===== src/rtl/rlfs_pkg.sv =====
// shared types and constants for the rgb led frame serializer
package rlfs_pkg;

   // frame layout
   localparam int START_BYTES_DEF = 12;
   localparam int END_BYTES_DEF   = 12;
   localparam int LED_COUNT       = 3;
   localparam int LED_BYTES       = LED_COUNT * 4;
   localparam int LED_IDX_W       = 4;

   // frame byte values
   localparam logic [7:0] START_BYTE  = 8'h00;
   localparam logic [7:0] END_BYTE    = 8'hFF;
   localparam logic [7:0] HEADER_ON   = 8'hFF;
   localparam logic [7:0] HEADER_OFF  = 8'hE0;

   // input item
   typedef struct packed {
      logic       mode;
      logic [1:0] led_select;
      logic [7:0] red_in;
      logic [7:0] green_in;
      logic [7:0] blue_in;
      logic [7:0] wheel_position;
   } req_type;

   // result item
   typedef struct packed {
      logic [7:0] out_byte;
      logic       last_byte;
   } rsp_type;

   // item modes
   localparam logic MODE_SET   = 1'b0;
   localparam logic MODE_WHEEL = 1'b1;

   // controller states
   typedef enum logic [1:0] {
      ST_IDLE,
      ST_START,
      ST_LED,
      ST_END
   } state_type;

   // byte source select
   typedef enum logic [1:0] {
      SEL_ZERO,
      SEL_LED,
      SEL_ONES
   } byte_sel_type;

   // controller to datapath commands
   typedef struct packed {
      logic                 capture;
      logic                 load;
      byte_sel_type         sel;
      logic [LED_IDX_W-1:0] idx;
      logic                 last;
   } cmd_type;

   // datapath to controller status
   typedef struct packed {
      logic out_free;
   } status_type;

endpackage


===== src/rtl/rlfs_ctrl.sv =====
// frame sequencing controller: phase state machine and byte counter
module rlfs_ctrl #(
   parameter int START_BYTES = rlfs_pkg::START_BYTES_DEF,
   parameter int END_BYTES   = rlfs_pkg::END_BYTES_DEF
) (
   input  logic                 clock,
   input  logic                 reset,
   input  logic                 req_valid,
   output logic                 req_ready,
   input  rlfs_pkg::status_type status,
   output rlfs_pkg::cmd_type    cmd
);
   import rlfs_pkg::*;

   localparam int MAX_PHASE = (START_BYTES > END_BYTES) ?
                              ((START_BYTES > LED_BYTES) ? START_BYTES : LED_BYTES) :
                              ((END_BYTES > LED_BYTES) ? END_BYTES : LED_BYTES);
   localparam int CNT_W = $clog2(MAX_PHASE);

   localparam logic [CNT_W-1:0] START_LAST = CNT_W'(START_BYTES - 1);
   localparam logic [CNT_W-1:0] LED_LAST   = CNT_W'(LED_BYTES - 1);
   localparam logic [CNT_W-1:0] END_LAST   = CNT_W'(END_BYTES - 1);

   state_type        state_ff, state_in;
   logic [CNT_W-1:0] cnt_ff, cnt_in;
   logic             end_done;

   // final end byte goes out this cycle
   assign end_done = (state_ff == ST_END) && (cnt_ff == END_LAST) && status.out_free;

   // next state and counter
   always_comb begin
      state_in = state_ff;
      cnt_in   = cnt_ff;
      case (state_ff)
         ST_IDLE: begin
            if (req_valid && req_ready) begin
               state_in = ST_START;
               cnt_in   = '0;
            end
         end
         ST_START: begin
            if (status.out_free) begin
               if (cnt_ff == START_LAST) begin
                  state_in = ST_LED;
                  cnt_in   = '0;
               end else begin
                  cnt_in = cnt_ff + 1'b1;
               end
            end
         end
         ST_LED: begin
            if (status.out_free) begin
               if (cnt_ff == LED_LAST) begin
                  state_in = ST_END;
                  cnt_in   = '0;
               end else begin
                  cnt_in = cnt_ff + 1'b1;
               end
            end
         end
         ST_END: begin
            if (status.out_free) begin
               if (cnt_ff == END_LAST) begin
                  state_in = (req_valid && req_ready) ? ST_START : ST_IDLE;
                  cnt_in   = '0;
               end else begin
                  cnt_in = cnt_ff + 1'b1;
               end
            end
         end
         default: begin
            state_in = ST_IDLE;
            cnt_in   = '0;
         end
      endcase
   end

   // command outputs
   always_comb begin
      req_ready   = 1'b0;
      cmd.capture = 1'b0;
      cmd.load    = 1'b0;
      cmd.sel     = SEL_ZERO;
      cmd.idx     = cnt_ff[LED_IDX_W-1:0];
      cmd.last    = 1'b0;
      case (state_ff)
         ST_IDLE: begin
            req_ready = 1'b1;
         end
         ST_START: begin
            cmd.load = status.out_free;
            cmd.sel  = SEL_ZERO;
         end
         ST_LED: begin
            cmd.load = status.out_free;
            cmd.sel  = SEL_LED;
         end
         ST_END: begin
            cmd.load  = status.out_free;
            cmd.sel   = SEL_ONES;
            cmd.last  = (cnt_ff == END_LAST);
            req_ready = end_done;
         end
         default: begin
            req_ready = 1'b0;
         end
      endcase
      cmd.capture = req_valid && req_ready;
   end

   // state registers
   always_ff @(posedge clock) begin
      if (reset) begin
         state_ff <= ST_IDLE;
         cnt_ff   <= '0;
      end else begin
         state_ff <= state_in;
         cnt_ff   <= cnt_in;
      end
   end

   // checks
   a_load_needs_room: assert property (@(posedge clock) disable iff (reset)
      cmd.load |-> status.out_free)
      else $error("byte loaded while output register is full");

   a_capture_phase: assert property (@(posedge clock) disable iff (reset)
      cmd.capture |-> (state_ff == ST_IDLE || state_ff == ST_END))
      else $error("item taken in the middle of a frame");

   a_last_on_end: assert property (@(posedge clock) disable iff (reset)
      cmd.last && cmd.load |-> cmd.sel == SEL_ONES)
      else $error("last flag outside the end phase");

   a_led_to_end: assert property (@(posedge clock) disable iff (reset)
      (state_ff == ST_LED && cmd.load && cnt_ff == LED_LAST) |=> state_ff == ST_END)
      else $error("led phase did not hand over to end phase");

endmodule


===== src/rtl/rlfs_datapath.sv =====
// color store, wheel color, frame byte select and output register
module rlfs_datapath (
   input  logic                 clock,
   input  logic                 reset,
   input  rlfs_pkg::req_type    req_data,
   input  rlfs_pkg::cmd_type    cmd,
   output rlfs_pkg::status_type status,
   output logic                 rsp_valid,
   input  logic                 rsp_ready,
   output rlfs_pkg::rsp_type    rsp_data
);
   import rlfs_pkg::*;

   logic [23:0] color_ff [LED_COUNT];
   logic [23:0] shown_ff [LED_COUNT];
   logic [23:0] wheel_rgb;
   logic [23:0] set_rgb;
   logic [23:0] cur_led;
   logic [7:0]  byte_in;
   logic        rsp_valid_ff;
   rsp_type     rsp_data_ff;

   // rainbow color from a wheel position
   function automatic logic [23:0] wheel_color(input logic [7:0] position);
      logic [7:0] p;
      logic [7:0] q;
      logic [9:0] triple;
      logic [7:0] up;
      logic [7:0] down;
      p = 8'd255 - position;
      if (p < 8'd85) begin
         q = p;
      end else if (p < 8'd170) begin
         q = p - 8'd85;
      end else begin
         q = p - 8'd170;
      end
      triple = {2'b00, q} + {1'b0, q, 1'b0};
      up     = triple[7:0];
      down   = 8'd255 - up;
      if (p < 8'd85) begin
         wheel_color = {down, 8'h00, up};
      end else if (p < 8'd170) begin
         wheel_color = {8'h00, up, down};
      end else begin
         wheel_color = {up, down, 8'h00};
      end
   endfunction

   assign wheel_rgb = wheel_color(req_data.wheel_position);
   assign set_rgb   = {req_data.red_in, req_data.green_in, req_data.blue_in};

   // stored colors and the colors shown in this frame
   always_ff @(posedge clock) begin
      if (reset) begin
         for (int i = 0; i < LED_COUNT; i++) begin
            color_ff[i] <= '0;
         end
      end else if (cmd.capture && req_data.mode == MODE_SET) begin
         for (int i = 0; i < LED_COUNT; i++) begin
            if (req_data.led_select == 2'(i)) begin
               color_ff[i] <= set_rgb;
            end
         end
      end
   end

   always_ff @(posedge clock) begin
      if (cmd.capture) begin
         for (int i = 0; i < LED_COUNT; i++) begin
            if (req_data.mode == MODE_WHEEL) begin
               shown_ff[i] <= wheel_rgb;
            end else if (req_data.led_select == 2'(i)) begin
               shown_ff[i] <= set_rgb;
            end else begin
               shown_ff[i] <= color_ff[i];
            end
         end
      end
   end

   // byte select: led in upper index bits, header/red/green/blue in lower
   assign cur_led = shown_ff[cmd.idx[3:2]];

   always_comb begin
      byte_in = START_BYTE;
      case (cmd.sel)
         SEL_ZERO: byte_in = START_BYTE;
         SEL_ONES: byte_in = END_BYTE;
         SEL_LED: begin
            case (cmd.idx[1:0])
               2'd0:    byte_in = (cur_led != 24'h0) ? HEADER_ON : HEADER_OFF;
               2'd1:    byte_in = cur_led[23:16];
               2'd2:    byte_in = cur_led[15:8];
               default: byte_in = cur_led[7:0];
            endcase
         end
         default: byte_in = START_BYTE;
      endcase
   end

   // output register
   always_ff @(posedge clock) begin
      if (reset) begin
         rsp_valid_ff <= 1'b0;
      end else if (cmd.load) begin
         rsp_valid_ff <= 1'b1;
      end else if (rsp_ready) begin
         rsp_valid_ff <= 1'b0;
      end
   end

   always_ff @(posedge clock) begin
      if (cmd.load) begin
         rsp_data_ff.out_byte  <= byte_in;
         rsp_data_ff.last_byte <= cmd.last;
      end
   end

   assign status.out_free = !rsp_valid_ff || rsp_ready;
   assign rsp_valid       = rsp_valid_ff;
   assign rsp_data        = rsp_data_ff;

   // checks
   a_header_value: assert property (@(posedge clock) disable iff (reset)
      (cmd.load && cmd.sel == SEL_LED && cmd.idx[1:0] == 2'd0)
      |=> (rsp_data.out_byte == HEADER_ON || rsp_data.out_byte == HEADER_OFF))
      else $error("bad led header byte");

   a_bad_select_keeps: assert property (@(posedge clock) disable iff (reset)
      (cmd.capture && req_data.led_select == 2'd3)
      |=> (color_ff[0] == $past(color_ff[0]) && color_ff[1] == $past(color_ff[1])
           && color_ff[2] == $past(color_ff[2])))
      else $error("out of range select changed a stored color");

   a_wheel_keeps: assert property (@(posedge clock) disable iff (reset)
      (cmd.capture && req_data.mode == MODE_WHEEL)
      |=> (color_ff[0] == $past(color_ff[0]) && color_ff[1] == $past(color_ff[1])
           && color_ff[2] == $past(color_ff[2])))
      else $error("wheel item changed a stored color");

endmodule


===== src/rtl/rgb_led_frame_serializer_top.sv =====
// rgb led frame serializer: three stored led colors or a wheel color sent as a led frame
// the taken item is held in the shown colors; its bytes go out via the output register
// each item sends START_BYTES + 12 + END_BYTES bytes (36 by default), one byte per cycle
// set by the byte counter; the next item is taken as the last byte loads
// output stalls hold the frame and stretch the item time by the stalled cycles
// reset (synchronous, active high) clears all stored colors to black and idles
module rgb_led_frame_serializer_top #(
   parameter int START_BYTES = rlfs_pkg::START_BYTES_DEF,
   parameter int END_BYTES   = rlfs_pkg::END_BYTES_DEF
) (
   input  logic              clock,
   input  logic              reset,
   input  logic              req_valid,
   output logic              req_ready,
   input  rlfs_pkg::req_type req_data,
   output logic              rsp_valid,
   input  logic              rsp_ready,
   output rlfs_pkg::rsp_type rsp_data
);
   import rlfs_pkg::*;

   cmd_type    cmd;
   status_type status;

   // frame sequencing
   rlfs_ctrl #(
      .START_BYTES (START_BYTES),
      .END_BYTES   (END_BYTES)
   ) u_ctrl (
      .clock     (clock),
      .reset     (reset),
      .req_valid (req_valid),
      .req_ready (req_ready),
      .status    (status),
      .cmd       (cmd)
   );

   // colors and output bytes
   rlfs_datapath u_datapath (
      .clock     (clock),
      .reset     (reset),
      .req_data  (req_data),
      .cmd       (cmd),
      .status    (status),
      .rsp_valid (rsp_valid),
      .rsp_ready (rsp_ready),
      .rsp_data  (rsp_data)
   );

endmodule

===== config.mk =====
export PLATFORM = sky130hd
export DESIGN_NAME = rgb_led_frame_serializer_top
export DESIGN_NICKNAME = d
export VERILOG_FILES = /design/src/rtl/rlfs_pkg.sv /design/src/rtl/rlfs_ctrl.sv /design/src/rtl/rlfs_datapath.sv /design/src/rtl/rgb_led_frame_serializer_top.sv
export SDC_FILE = /design/constraint.sdc
export NUM_CORES = 1
export LEC_CHECK = 0
export ABC_CLOCK_PERIOD_IN_PS = 11950
export BUFFER_PORTS_ARGS = -buffer_cell sky130_fd_sc_hd__buf_4
export CORE_UTILIZATION = 60
export DETAILED_ROUTE_END_ITERATION = 10
export MAX_ROUTING_LAYER = met4
export PLACE_DENSITY_LB_ADDON = 0.05
export SYNTH_ARGS = -nofsm -noshare
export SYNTH_HDL_FRONTEND = slang
export SYNTH_SLANG_ARGS = --single-unit

===== constraint.sdc =====
create_clock -name clock -period 11.95 [get_ports clock]
set_input_delay 2.39 -clock clock [delete_from_list [all_inputs] [get_ports clock]]
set_output_delay 2.39 -clock clock [all_outputs]
set_load 0.02 [all_outputs]

Yosys cells after proc, flatten, opt, wreduce, memory -nomap -nowiden. Memory sizes are Yosys's and may differ from the RTL's. A register that Yosys moved wholly into a read port is not among the register bits. Cells that the tools add are included.

$add $sub $neg: 6. Order comparisons: 2. Eq/ne operators: 18. Multiplexer cells: 73. Bitwise logic cells: 10. Reductions and logical operators: 14.

Operator list (number): $mux 24 (11); $mux 1 (41); $pmux 8 s3 (1); $reduce_bool 24->1 (1); $mux 2 (9); $mux 8 (2); $pmux 8 s2 (1); $sub 8x8->8 const A (2); $ne 2x1->1 const B (7); $mux 4 (3); $eq 2x2->1 const B (5); $or 1x1->1 (9); $pmux 3 s3 (1); $add 8x8->8 (1); $eq 2x1->1 const B (4); $lt 8x7->1 const B (1); $lt 8x8->1 const B (1); $pmux 2 s4 (1); $pmux 4 s2 (1); $sub 8x7->8 const B (1); $sub 8x8->8 const B (1); $reduce_and 7->1 (1); $logic_not 2->1 (3); $mux 5 (1); other kinds (11) (14).

Register bits after elaboration: 16. Memory bits (writable): 144. Word-level logic and storage cells: 130. Memories kept: 2.

Memory list: u_datapath.color_ff (depth 3, bits a word 24, rd ports 3, clocked after Yosys merged registers in 0, write ports 3, RTL line rlfs_datapath.sv:14) `logic [23:0] color_ff [LED_COUNT];`; u_datapath.shown_ff (depth 3, bits a word 24, rd ports 1, clocked after Yosys merged registers in 1, write ports 3, RTL line rlfs_datapath.sv:15) `logic [23:0] shown_ff [LED_COUNT];`.

Depth between registers and ports, before layout. Gate-level depths: netlist of run 1.

Depth in word-level cells: 10. Gate-level depth with buffers: 18.

By module. A second synthesis of run 1 with hierarchy kept.

Cells, all modules: 759. Area total of the unflattened synthesis: 8545.7 µm².

By module, submodules not included: rlfs_datapath (times used 1, cells each 712, area an instance 8105.3 µm², seq. area each 4614.4 µm²); rlfs_ctrl (times used 1, cells each 47, area an instance 440.4 µm², seq. area each 120.1 µm²).

Worst setup path before layout of run 1. Ideal clock, no wire load.

Path kind: input to register. Start: in req_data[0] (netlist name). End: mem u_datapath.shown_ff[0][15] (data pin). Library setup time: 0.264 ns. Arrival: 5.340 ns. Slack: 6.346 ns. Cell stages on the path: 15. Buffers on the path: 0. Cells stage by stage: ha_1 o211a_1 o21ai_1 nand2_2 o32ai_1 xnor2_1 ha_1 nor2b_1 o31a_1 o21ai_0 nand2_1 xnor2_1 ha_1 a21oi_1 a31oi_1.

RTL lines: start, declared (RTL line rgb_led_frame_serializer_top.sv:15) `input rlfs_pkg::req_type req_data,`; end, declared (RTL line rlfs_datapath.sv:15).

==> impl_metrics.json, run 1 <==
{
  "path_clk_slew_ps": 60,
  "ir_drop_mv": 0.1446,
  "die_area_mm2": 0.01492,
  "synth.top_cells.by_area": "edfxtp_1, mux2i_1, o21ai_0",
  "std_cell_rows": 43,
  "sw_frac_of_total_pct": 32.72,
  "reg2regPathDepth": 8,
  "grt_max_degree": 70,
  "post-route-drc-count": 0,
  "fin_skew_ps": 8.664,
  "clock-sinks": 162,
  "start_util_pct": 61.91,
  "clk_latency_ps": 430,
  "status": "finished, final reports clean",
  "postRouteAntennaNets": 0,
  "cp.arrival_ps": 6180,
  "cts_inserted_buffers": 17,
  "die_y_um": 122.1,
  "yosysTopAreaCell": "edfxtp_1",
  "initialDrtViolationCount": 619,
  "maxSlewViolCount": 0,
  "hold_path_end": "u_ctrl.state_ff[0]",
  "setup_tns_ps": 0,
  "synthCells": 757,
  "min_period_ps": 6021,
  "cts_resized": 0,
  "place_congestion": 0.8679,
  "synth.avg_cell_area_um2": 11.44,
  "place_area_mm2": 0.009111,
  "syn-cell-area_mm2": 0.008660,
  "cap_violations": 0,
  "worst_slack_ps": 5929,
  "combPwrFrac_pct": 28.3,
  "viasPerCell": 6.365,
  "fillers": 1056,
  "antenna_found_initial": 0,
  "yosysTopAreaCellShare_pct": 53.06,
  "grt_usage_pct": 31.02,
  "hold_start": "u_ctrl.state_ff[0]",
  "layout-area-overhead-vs-synth_pct": 11.65,
  "antenna_cells": 0,
  "ys_warn_count": 0,
  "r2r-start": "u_ctrl.state_ff[0]",
  "ys.flop_type": "edfxtp_1",
  "internal-power_uw": 1295,
  "synth_edf_count": 153,
  "power.share.sequential_pct": 45.2,
  "drtPass1Iterations": 5,
  "cts_tree": "done",
  "grt_pass1_vias": 6100,
  "synth_commonest_cells": "edfxtp_1, nand2_1, o21ai_0, mux2i_1, nor2_1",
  "grt_pass1_wl_mm": 32.49,
  "clockBufferDepth": 2,
  "root_buffer": "clkbuf_16",
  "ys_seq_elements": 162,
  "drive_gt1_share_pct": 13.84,
  "worstPathMaxFanout": 30,
  "nets": 858,
  "syn_nets": 826,
  "grt-ovfl-total": 0,
  "whs_path_depth": 1,
  "cts.htree.levels": 4,
  "power.switching_uw": 629.7,
  "yosysMostFrequentCell": "edfxtp_1",
  "slew_headroom_pct": 18.97,
  "worst_slew_pin_slew_ps": 1206,
  "fin_area_mm2": 0.009668,
  "setup_violations": 0,
  "coreArea_mm2": 0.01399,
  "num_vias": 6250,
  "r2r-end": "u_datapath.color_ff[0][29]",
  "dp_hpwl_mm": 13.68,
  "fp.dieW_um": 122.1,
  "seq_area_frac_synth_pct": 55.14,
  "critical_path_class": "in -> reg",
  "grt_setup_unrepaired": "false",
  "start_kind": "input port",
  "port_buffers": 49,
  "pre_cts_slack_ps": 5580,
  "hold_class": "reg -> reg",
  "ctsHoldBuffers": 0,
  "wl_mm": 20.94,
  "end_kind": "flip-flop",
  "powerDensity_mw_per_mm2": 199.0,
  "clock.fmax_ghz": 0.1661,
  "pwr-share-clk_pct": 26.6,
  "power.leakage_uw": 0.003703,
  "synth_cell_types": 68,
  "final-hold-violation-count": 0,
  "wl_per_cell_um": 21.33,
  "period_share_pct": 50.39,
  "synthArstFlopShare_pct": 0,
  "r2r_setup_slack_ps": 8650,
  "io_pins": 50,
  "cts_setup_buffers": 0,
  "worstPathRequired_ps": 12100
}
==> logic make-up (layout without fill, tap and decap cells) <==
logic type	count (synthesis)	in the layout	synth area share, %
flops	162	162	55.14
xor+xnor	11	11	1.113
fa+ha+maj	30	30	4.421
compound gates	205	205	15.40
simple gates	198	198	10.87
mux	79	79	9.189
buf+inv	72	117	3.872
==> registers in the layout (all words and copies together) (netlist names), named ones only <==
signal and flops:
u_datapath.color_ff 72, u_datapath.shown_ff 72, u_datapath.rsp_data 9, u_ctrl.cnt_ff 4, u_ctrl.state_ff 2, u_datapath.rsp_valid 1
==> critical path, cell delays in order <==
cell and delay, ps:
buf_4 150, ha_1 270, o211a_1 270, o21ai_2 140, buf_4 310, nand2_2 170, o32ai_1 360, xnor2_1 200
ha_1 310, nor2b_1 160, o31a_1 250, o21ai_0 280, nand2_1 190, xnor2_1 220, ha_1 270, a21oi_1 180
a31oi_1 60
==> metal layers <==
layer | vias up | track usage (%) | wire length, µm
li1 | 2876 | - | -
met1 | 3045 | 37.95 | 8620
met2 | 281 | 49.44 | 10270
met3 | 48 | 7.772 | 1487
met4 | 0 | 12.27 | 559
met5 | - | - | 0
==> power groups by stage <==
stage	combinational, µW	clock [µW]	sequential (µW)
6_report	544	511	869
5_1_grt	595	542	881
4_1_cts	538	517	868
3_5_place_dp	534	0	879
3_3_place_gp	519	0	872
2_1_floorplan	354	0	876
==> metrics by stage <==
| stage | utilization (%) | total power (µW) | hold slack [ps] | instances |
|---|---|---|---|---|
| after floorplan | - | 1230 | 504.5 | 757 |
| after global placement | 65.13 | 1390 | 519.5 | 950 |
| after detailed placement | 65.13 | 1413 | 541.6 | 950 |
| after CTS | 69.11 | 1924 | 554.0 | 982 |
| after global routing | 69.11 | 2018 | 591.0 | 982 |
| final | 69.11 | 1924 | 558.8 | 982 |
==> layout by cell type (no fill, tap or decap), types with 4 or more instances in the layout <==
cell / synthesis / layout
o21a_1: 4 / 4
o21ai_1: 6 / 5
nand3_1: 10 / 10
o211ai_1: 4 / 4
mux2i_1: 78 / 78
o21ai_2: 4 / 5
and2_1: 24 / 24
clkbuf_16: 0 / 17
xor2_1: 4 / 4
nor2_1: 36 / 36
o21ai_0: 79 / 79
nor3_1: 5 / 5
inv_1: 22 / 22
xnor2_1: 7 / 7
edfxtp_1: 153 / 153
o221ai_1: 6 / 6
dfxtp_1: 9 / 9
a31oi_1: 21 / 21
a21oi_1: 25 / 25
nand2_1: 90 / 90
o21bai_1: 6 / 6
ha_1: 29 / 29
a21o_1: 14 / 14
nor4_1: 4 / 4
buf_4: 2 / 63
nor2b_1: 6 / 5
==> area by class of cell <==
cell class	count	area (µm²)	area share (%)
inverter	22	82.58	0.8541
multi-input combinational	523	3556	36.78
clock inverter	15	131.4	1.359
tap	180	225.2	2.329
clock buffer	17	425.4	4.400
sequential	162	4775	49.39
timing repair buffer	63	473.0	4.892
==> worst max-delay path by stage <==
stage | startpoint | endpoint | slack (ps) | cells after the start
3_3_place_gp | req_data[0] | u_datapath.shown_ff[1][15] | 5710 | 17
2_1_floorplan | req_data[0] | u_datapath.shown_ff[0][15] | 6350 | 15
4_1_cts | req_data[0] | u_datapath.shown_ff[0][15] | 5990 | 17
6_report | req_data[0] | u_datapath.shown_ff[0][15] | 5930 | 17
5_1_grt | req_data[0] | u_datapath.shown_ff[1][15] | 5700 | 17
3_5_place_dp | req_data[0] | u_datapath.shown_ff[0][15] | 5580 | 17
Note: power is estimated with default switching activity, not from simulation.
==> inputs of run 2 (changes only) <==
Settings changed: ABC_AREA from default to 1, ABC_CLOCK_PERIOD_IN_PS 11950 to 5630.
Clock period 11.95 ns to 5.63 ns, I/O delays scaled along.
==> impl_metrics.json, run 2 <==
{
  "status": "finished, final reports clean",
  "grt_usage_pct": 31.87,
  "clock-sinks": 162,
  "layout-area-overhead-vs-synth_pct": 12.72,
  "worst_slew_pin_slew_ps": 1186,
  "coreArea_mm2": 0.01351,
  "cp.arrival_ps": 4890,
  "period_share_pct": 83.99,
  "grt_setup_unrepaired": "false",
  "grt_pass1_vias": 6214,
  "ir_drop_mv": 0.3037,
  "synth.top_cells.by_area": "edfxtp_1, nand2_1, ha_1",
  "hold_class": "reg -> reg",
  "yosysTopAreaCellShare_pct": 54.38,
  "die_y_um": 120.7,
  "drive_gt1_share_pct": 17.24,
  "ys_warn_count": 0,
  "fp.dieW_um": 120.7,
  "syn_nets": 882,
  "grt_max_degree": 45,
  "grt_pass1_wl_mm": 33.18,
  "viasPerCell": 6.009,
  "drtPass1Iterations": 6,
  "worstPathRequired_ps": 5800,
  "synth_cell_types": 45,
  "final_cell_mix": "nand2_1, edfxtp_1, inv_1, buf_4, nor2_1",
  "synth.avg_cell_area_um2": 10.39,
  "ctsHoldBuffers": 0,
  "port_buffers": 49,
  "initialDrtViolationCount": 742,
  "clock.fmax_ghz": 0.2115,
  "path_clk_slew_ps": 70,
  "dp_hpwl_mm": 14.07,
  "end_kind": "flip-flop",
  "final_common_cell": "nand2_1",
  "whs_path_depth": 2,
  "cts_inserted_buffers": 17,
  "min_period_ps": 4729,
  "setup_tns_ps": 0,
  "dp_cells": 1014,
  "postRouteAntennaNets": 0,
  "syn-cell-area_mm2": 0.008448,
  "yosysTopAreaCell": "edfxtp_1",
  "synth_edf_count": 153,
  "synth_commonest_cells": "nand2_1, edfxtp_1, inv_1, nor2_1, nand3_1",
  "fin_skew_ps": 6.646,
  "cts_setup_buffers": 0,
  "r2r_setup_slack_ps": 2130,
  "start_util_pct": 62.55,
  "total_power_uw": 4522,
  "cts.htree.levels": 4,
  "cts_tree": "done",
  "die_area_mm2": 0.01456,
  "start_kind": "input port",
  "num_vias": 6285,
  "critical_path_class": "in -> reg",
  "nets": 926,
  "post-route-drc-count": 0,
  "fin_hold_ws_ps": 528.9,
  "place_congestion": 0.8968,
  "synthArstFlopShare_pct": 0,
  "clk_latency_ps": 430,
  "power.leakage_uw": 0.003927,
  "slew_headroom_pct": 20.87,
  "reg2regPathDepth": 10,
  "ys_seq_elements": 162,
  "wl_mm": 21.24,
  "io_pins": 50,
  "antenna_cells": 0,
  "wl_per_cell_um": 20.31,
  "clockBufferDepth": 2,
  "final_cells": 1046,
  "cts_resized": 0,
  "setup_violations": 0,
  "ys.flop_type": "edfxtp_1",
  "maxSlewViolCount": 0,
  "worstPathMaxFanout": 12,
  "antenna_found_initial": 0,
  "root_buffer": "clkbuf_16",
  "synthCells": 813,
  "seq_area_frac_synth_pct": 56.52,
  "powerDensity_mw_per_mm2": 474.9,
  "yosysMostFrequentCell": "nand2_1",
  "cap_violations": 0,
  "grt-ovfl-total": 0,
  "final-hold-violation-count": 0,
  "std_cell_rows": 42
}
run 2: critical path, stage by stage:
cell      delay [ps]
buf_4            130
ha_1             220
o21ai_1          190
nand2_1          100
nand2_1           70
nand2_1           60
nand2_1           80
inv_1            210
nor2_2           300
inv_1            150
o22ai_1          160
xor2_1           240
ha_1             310
a21oi_1          160
o21ai_0          150
a21o_1           180
a21oi_1          210
nand3_1          160
nand2_1          100
inv_1             40
ha_1             260
nand3_1          160
o211ai_1         130
run 2: worst paths after layout:
path	end	start
max reg2reg	u_datapath.color_ff[0][40]	u_ctrl.cnt_ff[1]
min	u_datapath.shown_ff[1][7]	u_datapath.color_ff[0][31]
max	u_datapath.shown_ff[0][15]	req_data[0]
min reg2reg	u_datapath.shown_ff[1][7]	u_datapath.color_ff[0][31]
run 2: layout make-up:
cell class,instances,area [µm²]
clock buffers,17,425.4
clock inverters,15,231.5
multi-input cells,538,3139
flip-flops and latches,162,4775
inverters,82,311.5
well taps,176,220.2
repair buffers,56,420.4
fillers,1009,3983
run 2: power by group:
part	total [µW]	internal [µW]	switching [µW]
registers	1810	1740	72.8
clock network	1290	793	495
logic	1420	435	987
total	4520	2970	1550
run 2: kinds of logic after synthesis:
kind of cell,after synthesis,synth area share (%)
AOI/OAI and AO/OA,164,14.22
buffers and inverters,113,6.324
adders and majority gates,30,4.532
DFF,162,56.52
xor gates and xnor gates,8,0.8294
and+or+nand+nor,336,17.58
run 2: through the flow:
step	setup slack, ps	instance area [µm²]	utilization (%)
floorplan	1304	8448	-
global placement	678.6	8866	65.65
detailed placement	485.9	8866	65.65
CTS	922.0	9523	70.51
global route	581.1	9523	70.51
finish	901.4	9523	70.51
run 2: layer usage:
layer / GRT usage [%] / wire length (µm)
met1: 39.55 / 8454
met2: 53.13 / 10640
met3: 5.660 / 1693
met4: 10.57 / 454
met5: - / 0
